===== config.mk =====
export PLATFORM = sky130hd
export DESIGN_NAME = hash_table_linear_probe_unit
export DESIGN_NICKNAME = d
export VERILOG_FILES = /design/src/hdl/htlp_pkg.sv /design/src/hdl/hash_table_linear_probe_unit.sv /design/src/hdl/htlp_front.sv /design/src/hdl/htlp_back.sv
export SDC_FILE = /design/constraint.sdc
export NUM_CORES = 1
export LEC_CHECK = 0
export BUFFER_PORTS_ARGS = -buffer_cell sky130_fd_sc_hd__buf_2
export CORE_ASPECT_RATIO = 1.5
export CORE_MARGIN = 10
export CORE_UTILIZATION = 62
export DETAILED_ROUTE_END_ITERATION = 10
export PLACE_DENSITY = 0.89
export SYNTH_ARGS = -nofsm -noshare
export SYNTH_HDL_FRONTEND = slang
export SYNTH_SLANG_ARGS = --single-unit

===== constraint.sdc =====
create_clock -name clk -period 5.1 [get_ports clk]
set_input_delay 0.255 -clock clk [delete_from_list [all_inputs] [get_ports clk]]
set_output_delay 0.255 -clock clk [all_outputs]
set_load 0.02 [all_outputs]

===== src/hdl/htlp_pkg.sv =====
`default_nettype none

package htlp_pkg;

	// Table geometry. Home slot is value mod SLOTS; SLOTS is kept a power of two
	// so the mod is a mask.
	localparam int SLOTS  = 16;
	localparam int SLOT_W = (SLOTS > 1) ? $clog2(SLOTS) : 1;
	localparam int VAL_W  = 31;
	localparam int QDEPTH = 2;

	typedef logic [SLOT_W-1:0] sidx_t;

	// Request codes
	localparam logic [1:0] REQ_INSERT = 2'd0;
	localparam logic [1:0] REQ_SEARCH = 2'd1;
	localparam logic [1:0] REQ_DELETE = 2'd2;

	// Result status codes
	localparam logic [2:0] STAT_INSERTED = 3'd0;
	localparam logic [2:0] STAT_FULL     = 3'd1;
	localparam logic [2:0] STAT_FOUND    = 3'd2;
	localparam logic [2:0] STAT_MISSING  = 3'd3;
	localparam logic [2:0] STAT_DELETED  = 3'd4;

	typedef struct packed {
		logic [1:0]       req_type;
		logic [VAL_W-1:0] value;
	} req_t;

	typedef struct packed {
		logic [2:0] status;
		logic [3:0] slot;
	} rsp_t;

	typedef enum logic [1:0] {
		OP_INSERT,
		OP_SEARCH,
		OP_DELETE,
		OP_NONE
	} op_t;

	// Classified request as it sits in the queue between front and back
	typedef struct packed {
		op_t              op;
		logic [VAL_W-1:0] value;
		sidx_t            home;
	} job_t;

	typedef enum logic {
		BK_IDLE,
		BK_PROBE
	} bk_state_t;

	// Low four bits of a slot index, zero extended for small tables
	function automatic logic [3:0] slot_field(input sidx_t idx);
		logic [7:0] w;
		w = 8'(idx);
		return w[3:0];
	endfunction

endpackage

`default_nettype wire


===== src/hdl/hash_table_linear_probe_unit.sv =====
// Flow: an accepted request waits in the front queue, is popped by the back
//   when idle and probed one table slot per cycle until a hit, an unused
//   request code or a full scan; the result is then registered. The back takes
//   one request at a time while the front queue accepts requests until full.
// Reset: arst_n async low; table empties at once (valid bits cleared),
//   queue and output register flushed. No clearing pass.
`default_nettype none

module hash_table_linear_probe_unit (
	input  wire logic           clk,
	input  wire logic           arst_n,
	input  wire logic           req_valid,
	output logic                req_ready,
	input  wire htlp_pkg::req_t req,
	output logic                rsp_valid,
	input  wire logic           rsp_ready,
	output htlp_pkg::rsp_t      rsp
);
	import htlp_pkg::*;

	// Front to back: classified request (op, value, home slot)
	logic job_valid;
	logic job_pop;
	job_t job;

	// Front: takes requests, decodes the request code, computes the home slot
	// and parks the result in a small queue so a long probe does not block
	// the input channel.
	htlp_front u_front (
		.clk       (clk),
		.arst_n    (arst_n),
		.req_valid (req_valid),
		.req_ready (req_ready),
		.req       (req),
		.job_valid (job_valid),
		.job_pop   (job_pop),
		.job       (job)
	);

	// Back: owns the table. Walks slots from home upward with wrap, one per
	// cycle, stops on the first empty slot (insert), first valid match (search/
	// delete), the home slot (unused code) or after all SLOTS slots. Result lands
	// in an output register; the engine holds while that register is still occupied.
	htlp_back u_back (
		.clk       (clk),
		.arst_n    (arst_n),
		.job_valid (job_valid),
		.job_pop   (job_pop),
		.job       (job),
		.rsp_valid (rsp_valid),
		.rsp_ready (rsp_ready),
		.rsp       (rsp)
	);

endmodule

`default_nettype wire


===== src/hdl/htlp_front.sv =====
`default_nettype none

module htlp_front (
	input  wire logic           clk,
	input  wire logic           arst_n,
	input  wire logic           req_valid,
	output logic                req_ready,
	input  wire htlp_pkg::req_t req,
	output logic                job_valid,
	input  wire logic           job_pop,
	output htlp_pkg::job_t      job
);
	import htlp_pkg::*;

	localparam int PTR_W = (QDEPTH > 1) ? $clog2(QDEPTH) : 1;
	localparam int CNT_W = $clog2(QDEPTH + 1);

	job_t              fifo_q [QDEPTH];
	logic [PTR_W-1:0]  wr_ptr_q;
	logic [PTR_W-1:0]  rd_ptr_q;
	logic [CNT_W-1:0]  count_q;
	job_t              new_job;
	logic              push;
	logic              pop;

	// classify and compute home slot
	always_comb begin
		new_job.value = req.value;
		new_job.home  = SLOT_W'(req.value % SLOTS);
		case (req.req_type)
			REQ_INSERT: new_job.op = OP_INSERT;
			REQ_SEARCH: new_job.op = OP_SEARCH;
			REQ_DELETE: new_job.op = OP_DELETE;
			default:    new_job.op = OP_NONE;
		endcase
	end

	assign req_ready = (count_q != CNT_W'(QDEPTH));
	assign push      = req_valid && req_ready;
	assign job_valid = (count_q != '0);
	assign pop       = job_pop && job_valid;
	assign job       = fifo_q[rd_ptr_q];

	always_ff @(posedge clk) begin
		if (push) begin
			fifo_q[wr_ptr_q] <= new_job;
		end
	end

	always_ff @(posedge clk or negedge arst_n) begin
		if (!arst_n) begin
			wr_ptr_q <= '0;
			rd_ptr_q <= '0;
			count_q  <= '0;
		end else begin
			if (push) begin
				wr_ptr_q <= (wr_ptr_q == PTR_W'(QDEPTH - 1)) ? '0 : wr_ptr_q + 1'b1;
			end
			if (pop) begin
				rd_ptr_q <= (rd_ptr_q == PTR_W'(QDEPTH - 1)) ? '0 : rd_ptr_q + 1'b1;
			end
			case ({push, pop})
				2'b10:   count_q <= count_q + 1'b1;
				2'b01:   count_q <= count_q - 1'b1;
				default: count_q <= count_q;
			endcase
		end
	end

endmodule

`default_nettype wire


===== src/hdl/htlp_back.sv =====
`default_nettype none

module htlp_back (
	input  wire logic           clk,
	input  wire logic           arst_n,
	input  wire logic           job_valid,
	output logic                job_pop,
	input  wire htlp_pkg::job_t job,
	output logic                rsp_valid,
	input  wire logic           rsp_ready,
	output htlp_pkg::rsp_t      rsp
);
	import htlp_pkg::*;

	logic [VAL_W-1:0] slot_value [SLOTS];
	logic [SLOTS-1:0] slot_valid_q;

	bk_state_t        state_q, state_d;
	op_t              op_q;
	logic [VAL_W-1:0] value_q;
	sidx_t            idx_q;
	sidx_t            cnt_q;
	logic             rsp_valid_q;
	rsp_t             rsp_q;

	logic cur_valid;
	logic hit;
	logic last;
	logic out_free;
	logic finish;
	logic load_job;
	logic advance;
	rsp_t result;

	assign cur_valid = slot_valid_q[idx_q];
	assign last      = (cnt_q == SLOT_W'(SLOTS - 1));
	assign out_free  = !rsp_valid_q || rsp_ready;

	always_comb begin
		case (op_q)
			OP_INSERT: hit = !cur_valid;
			OP_SEARCH,
			OP_DELETE: hit = cur_valid && (slot_value[idx_q] == value_q);
			default:   hit = 1'b1;
		endcase

		result.slot = hit ? slot_field(idx_q) : 4'd0;
		case (op_q)
			OP_INSERT: result.status = hit ? STAT_INSERTED : STAT_FULL;
			OP_SEARCH: result.status = hit ? STAT_FOUND : STAT_MISSING;
			OP_DELETE: result.status = hit ? STAT_DELETED : STAT_MISSING;
			default: begin
				result.status = STAT_MISSING;
				result.slot   = 4'd0;
			end
		endcase
	end

	// sequencer: pop a job, walk the probe sequence, retire into the output reg
	always_comb begin
		state_d  = state_q;
		load_job = 1'b0;
		advance  = 1'b0;
		finish   = 1'b0;
		case (state_q)
			BK_IDLE: begin
				if (job_valid) begin
					load_job = 1'b1;
					state_d  = BK_PROBE;
				end
			end
			BK_PROBE: begin
				if (hit || last) begin
					if (out_free) begin
						finish  = 1'b1;
						state_d = BK_IDLE;
					end
				end else begin
					advance = 1'b1;
				end
			end
			default: state_d = BK_IDLE;
		endcase
	end

	assign job_pop   = load_job;
	assign rsp_valid = rsp_valid_q;
	assign rsp       = rsp_q;

	always_ff @(posedge clk) begin
		if (load_job) begin
			op_q    <= job.op;
			value_q <= job.value;
			idx_q   <= job.home;
			cnt_q   <= '0;
		end else if (advance) begin
			idx_q <= (idx_q == SLOT_W'(SLOTS - 1)) ? '0 : idx_q + 1'b1;
			cnt_q <= cnt_q + 1'b1;
		end
		if (finish) begin
			rsp_q <= result;
		end
		if (finish && hit && (op_q == OP_INSERT)) begin
			slot_value[idx_q] <= value_q;
		end
	end

	always_ff @(posedge clk or negedge arst_n) begin
		if (!arst_n) begin
			state_q      <= BK_IDLE;
			rsp_valid_q  <= 1'b0;
			slot_valid_q <= '0;
		end else begin
			state_q <= state_d;
			if (finish) begin
				rsp_valid_q <= 1'b1;
			end else if (rsp_ready) begin
				rsp_valid_q <= 1'b0;
			end
			if (finish && hit && (op_q == OP_INSERT)) begin
				slot_valid_q[idx_q] <= 1'b1;
			end
			if (finish && hit && (op_q == OP_DELETE)) begin
				slot_valid_q[idx_q] <= 1'b0;
			end
		end
	end

endmodule

`default_nettype wire

# Word level (Yosys, flattened, before mapping)
# Memory sizes are Yosys's and may differ from the RTL's. A register that Yosys moved wholly into a read port is not among the register bits.
# Cells that the tools add are included.
dict set report op_classes {
  addsub 6
  magnitude_cmp 2
  n_eq_ne 10
  mux 35
  bitwise_logic 4
  n_reduce_logical 20
}
# cell count
set op_table {}
lappend op_table {{2-to-1 mux 16 bit} 2}
lappend op_table {{== test 31 bit} 1}
lappend op_table {{2-to-1 mux 1 bit} 21}
lappend op_table {{bitwise AND 16 bit} 1}
lappend op_table {{2-to-1 mux 4 bit} 4}
lappend op_table {{inverter 16 bit} 1}
lappend op_table {{bitwise OR 16 bit} 1}
lappend op_table {{case mux 3 bit (3 select lines)} 1}
lappend op_table {{adder 4 x 1 -> 4 bit, second input constant} 2}
lappend op_table {{== test 4 bit, second input constant} 2}
lappend op_table {{nonzero test 2 bit} 4}
lappend op_table {{logical AND 1 bit} 7}
lappend op_table {{== test 2 x 1 -> 1 bit, second input constant} 3}
lappend op_table {{== test 2 bit, second input constant} 3}
lappend op_table {{case mux 2 bit (3 select lines)} 1}
lappend op_table {{less-than comparator 4 x 5 -> 1 bit, second input constant} 1}
lappend op_table {{binary-select mux 1 bit (select 4 bit)} 1}
lappend op_table {{demux 1 bit (select 4 bit)} 1}
lappend op_table {{greater-or-equal comparator 4 x 1 -> 1 bit, second input constant} 1}
lappend op_table {{zero test 2 bit} 2}
lappend op_table {{case mux 1 bit (2 select lines)} 2}
lappend op_table {{case mux 2 bit (2 select lines)} 1}
lappend op_table {{2-to-1 mux 3 bit} 1}
lappend op_table {{OR reduction 3 bit} 1}
lappend op_table {{9 further kinds} 12}
dict set report word_totals {
  regBits 70
  ramBits 570
  in_bits 37
  out_inout_bits 9
  memories 2
}
# memory words width rd rd_ports_with_merged_regs write_ports line_no
set mem_list {}
lappend mem_list {u_back.slot_value 16 31 1 1 1 htlp_back.sv:15} ;# logic [VAL_W-1:0] slot_value [SLOTS];
lappend mem_list {u_front.fifo_q 2 37 1 0 1 htlp_front.sv:18} ;# job_t fifo_q [QDEPTH];

# Depth between registers and ports, before layout
dict set report depth {
  ltp_word 12
  depth_mapped 15
  mapped_depth_nobuf 9
}

# By module
# Synthesis repeated with hierarchy kept, for this count alone.
dict set report unflattened {
  cells_unflattened 1260
  area_unflattened_um2 25149.1
}
# mod n_inst cells_per_inst area_per_inst_um2
set by_module_without_submodules {}
lappend by_module_without_submodules {htlp_back 1 1134 22517.8}
lappend by_module_without_submodules {htlp_front 1 126 2631.3}

# Least setup slack after synthesis
# No wires, ideal clock.
dict set report synth_path {
  path_kind {register to register}
  from {register u_back.idx_q[0]}
  to {memory u_back.slot_value[10][0], enable pin}
  arrival_ns 3.341
  slack_ns 1.373
  stages_incl_launch_ff 11
  n_path_buf 2
  synth_period_minus_slack_ns 3.727
  cell_sequence {edfxtp_1 -> clkbuf_1 -> mux4_2 -> o211a_1 -> nor2b_1 -> o2111ai_1 -> nor4_1 -> nand4_2 -> buf_6 -> a211o_1 -> inv_1}
}
dict set report synth_via {
  elab_chain_len 11
  word_cells_on_any_way 12
  cone_classes {7 x mux; 5 x reduce/logical}
}
# item line_no
set synth_rtl {}
lappend synth_rtl {{start, declared} htlp_back.sv:21} ;# sidx_t idx_q;
lappend synth_rtl {{start signal, assigned} htlp_back.sv:94} ;# idx_q <= job.home;
lappend synth_rtl {{start signal, assigned} htlp_back.sv:97} ;# idx_q <= (idx_q == SLOT_W'(SLOTS - 1)) ? '0 : idx_q + 1'b1;
lappend synth_rtl {{binary-select mux 1 bit (select 4 bit)} htlp_back.sv:35} ;# assign cur_valid = slot_valid_q[idx_q];
lappend synth_rtl {{2-to-1 mux 1 bit (not written as such)} htlp_back.sv:35}
lappend synth_rtl {{logical AND 1 bit / zero test 1 bit (equally long branches)} {htlp_back.sv:43, htlp_back.sv:41}}
lappend synth_rtl {{case mux 1 bit (2 select lines)} htlp_back.sv:40} ;# case (op_q)
lappend synth_rtl {{logical OR 1 bit} htlp_back.sv:73} ;# if (hit || last) begin
lappend synth_rtl {{2-to-1 mux 1 bit} htlp_back.sv:73}
lappend synth_rtl {{2-to-1 mux 1 bit} htlp_back.sv:65} ;# case (state_q)
lappend synth_rtl {{logical AND 1 bit (2 in a row)} htlp_back.sv:103} ;# if (finish && hit && (op_q == OP_INSERT)) begin
lappend synth_rtl {{2-to-1 mux 1 bit} htlp_back.sv:103}
lappend synth_rtl {{2-to-1 mux 1 bit (not written as such)} htlp_back.sv:104} ;# slot_value[idx_q] <= value_q;
lappend synth_rtl {{end, declared} htlp_back.sv:15}
# Parallel ways exist; a longest one is shown, timed or not. The select of a mux whose other input is x is not followed.

==> results.cfg <==
[critical_path]
path_max_fanout = 31
cp-end-kind = flip-flop
rrSetupSlack_ns = 0.05
crit_required_ns = 5.38
cp.arrival_ns = 5.33
critPathKind = reg2reg
cp-start-kind = flip-flop

[synth]
synth-seq-cells = 636
avgSynthCellArea_um2 = 20.6
yosysUniqueCellTypes = 57
yosysMostFrequentCell = edfxtp_1
synth.top_cell.area_share_pct = 72.8
synth_edf_count = 606
seq_area_frac_synth_pct = 75.7
syn_area_um2 = 25000
ys.warnings.count = 0
synth_common_cells = 606 x edfxtp_1, 123 x mux4_2, 65 x mux2i_1
async_flop_share_pct = 3.46
syn_nets = 1257
synth_cells = 1210
synth.largest_area_cell = edfxtp_1
synth.top_cells.by_area = edfxtp_1 73%, mux4_2 11%, mux2i_1 2.6%
ys.flop_type = edfxtp_1

[cells_and_area]
syn_to_final_growth_pct = 12.5
layout-drive-gt1-share_pct = 24.1
nets = 1370
final_cells = 1873

[hold_path]
hp-class = in2reg
min_from = req_valid

[timing]
finClkSkew_ns = 0.0288
rsz0062_at_grt = true
hold_viol = 0
fmax_ghz = 0.198
setup_violations = 0
setup_ws_ns = 0.0477
period_share_pct = 99.1
tightest_slew_ns = 1.14
slew_violations = 0
period_minus_slack_ns = 5.05
slew_headroom_pct = 24.0

[clock_network]
post_cts_resized = 0
cts_made_buffers = 51
clk_latency_ns = 0.61
root_buffer = clkbuf_16
worst_setup_hold_path_clk_slew_ns = 0.07
cts_buffer_depth = 3
cts_tree = yes
clkSinkCount = 636
htreeDepth = 2

[global_routing]
grt_start_max_net_pins = 46
grt_pass1_vias = 13974
grt_overflow_total = 0
grt_pass1_wl_um = 94200
grt_usage_pct = 26.7
antenna_found_initial = 1

[flow_run]
max-cap-violations = 0

[floorplanning]
die_h_um = 266
coreArea_um2 = 40100
dieArea_um2 = 48900
initial_core_util_pct = 62.3
io_pins = 46
die_w_um = 184
std_cell_rows = 90

[route]
drt_pass1_iterations = 7
via_per_inst = 7.10
num_vias = 13305
ant_nets = 0
wirelength_um = 64300
drc = 0
wire_per_inst_um = 34.3
drt_iter0_drc = 2030

[power]
max-vdd-ir-drop_uv = 556
power.density_nw_per_um2 = 567
power.leakage_uw = 0.00943

[placed_design]
io_buffers = 45
dp.final_hpwl_um = 31200
pre_cts_ws_ns = 0.306
place_inst = 1739
finalWeightedCongestion = 0.887

[run_status]
outcome = completed
what timing repair did:
action / in CTS / in global routing
endpoints found under the hold margin: 89 / 0
setup endpoints to repair: 31 / 303
buffers inserted: 1 / 1
hold buffers: 35 / 0
power by group:
group	leakage (uW)	switching (uW)	internal, uW
clock network	0.000813	1870	2210
logic	0.00284	2410	2020
registers	0.00577	854	6590
total	0.00943	5130	10800
sequential cells by signal, indices dropped and copies added (netlist names), named ones only:
register	count
u_front.wr_ptr_q	1
u_back.rsp_valid	1
u_back.rsp	7
u_back.value_q	31
u_back.slot_value	496
u_back.state_q	1
u_back.slot_valid_q	16
u_front.fifo_q	66
u_back.op_q	2
u_front.rd_ptr_q	1
u_back.idx_q	4
u_front.count_q	2
u_back.cnt_q	4
logic make-up after synthesis:
kind of cell	Yosys count	synth area share [%]
flip-flops	636	75.7
multiplexers	227	15.4
AND/OR/NAND/NOR	110	2.29
buffers and inverters	103	2.11
AO/OA/AOI/OAI	83	2.53
XOR/XNOR	41	1.44
adder cells (fa/ha/maj)	10	0.501
layout make-up:
type                            count  area [um2]
Sequential cell                   636       18900
Fill cell                        2143       12000
Multi-Input combinational cell    471        5560
Clock buffer                       61        1310
Timing Repair Buffer              118        1160
Tap cell                          506         633
Clock inverter                     35         359
Inverter                           45         169
Antenna cell                        1        2.50
critical path, cell delays in order (launching register included):
cell,delay [ns]
dfxtp_4,0.75
mux4_2,0.61
mux2i_1,0.26
mux2i_1,0.16
xnor2_1,0.30
o2111ai_1,0.27
nor4_1,0.65
nand4_2,0.60
a211o_1,0.51
inv_1,0.24
buf_12,0.30
per-layer routing:
metal  share of wire [%]  track usage (%)
met1                  31             31.2
met2                  52             45.4
met3                  10             4.37
met4                 7.1             16.1
met5                   0                0
metrics by stage:
| stage | util, % | setup TNS (ns) | hold slack (ns) | power, uW | cell area [um2] |
|---|---|---|---|---|---|
| 4_1_cts | 70.1 | 0 | 0.0293 | 15800 | 28100 |
| 6_report | 70.1 | 0 | 0.0407 | 15900 | 28100 |
| 3_5_place_dp | 65.0 | 0 | 0.263 | 11500 | 26100 |
| 3_3_place_gp | 65.0 | 0 | 0.251 | 11300 | 26100 |
| 2_1_floorplan | - | 0 | -0.0406 | 10300 | 25000 |
| 5_1_grt | 70.1 | -2.50 | 0.0706 | 16400 | 28100 |
path summary, 6_finish.rpt:
| check | to | cells after the start |
|---|---|---|
| worst max-delay path | u_back.slot_value[2][13] | 10 |
| worst min-delay path | u_front.wr_ptr_q | 3 |
| worst max register to register | u_back.slot_value[2][13] | 10 |
| worst min register to register | u_back.cnt_q[0] | 1 |
| max in group asynchronous | u_front.rd_ptr_q | 2 |
| min in group asynchronous | u_back.slot_valid_q[3] | 2 |
cells in the final DEF, fill, tap and decap left out, drive strengths merged, types with 3 or more instances in the layout:
cell type | netlist | final
a211o | 10 | 10
a211oi | 4 | 4
a21o | 3 | 3
a21oi | 7 | 7
a221oi | 6 | 6
a22o | 4 | 4
a2bb2oi | 8 | 8
a32oi | 8 | 8
and2 | 3 | 3
and3 | 5 | 5
buf | 45 | 83
bufinv | 0 | 7
clkbuf | 13 | 61
clkinv | 1 | 23
dfrtp | 22 | 22
dfxtp | 8 | 8
dlygate4sd3 | 0 | 35
edfxtp | 606 | 606
ha | 10 | 10
inv | 44 | 49
mux2 | 39 | 39
mux2i | 65 | 65
mux4 | 123 | 123
nand2 | 34 | 34
nand2b | 7 | 7
nand4 | 5 | 5
nor2 | 12 | 12
nor2b | 10 | 10
nor3 | 17 | 17
nor3b | 3 | 3
nor4 | 4 | 4
o21ai | 16 | 16
or3 | 6 | 6
xnor2 | 29 | 29
xor2 | 12 | 12
Power figures use the tool's default switching activity.
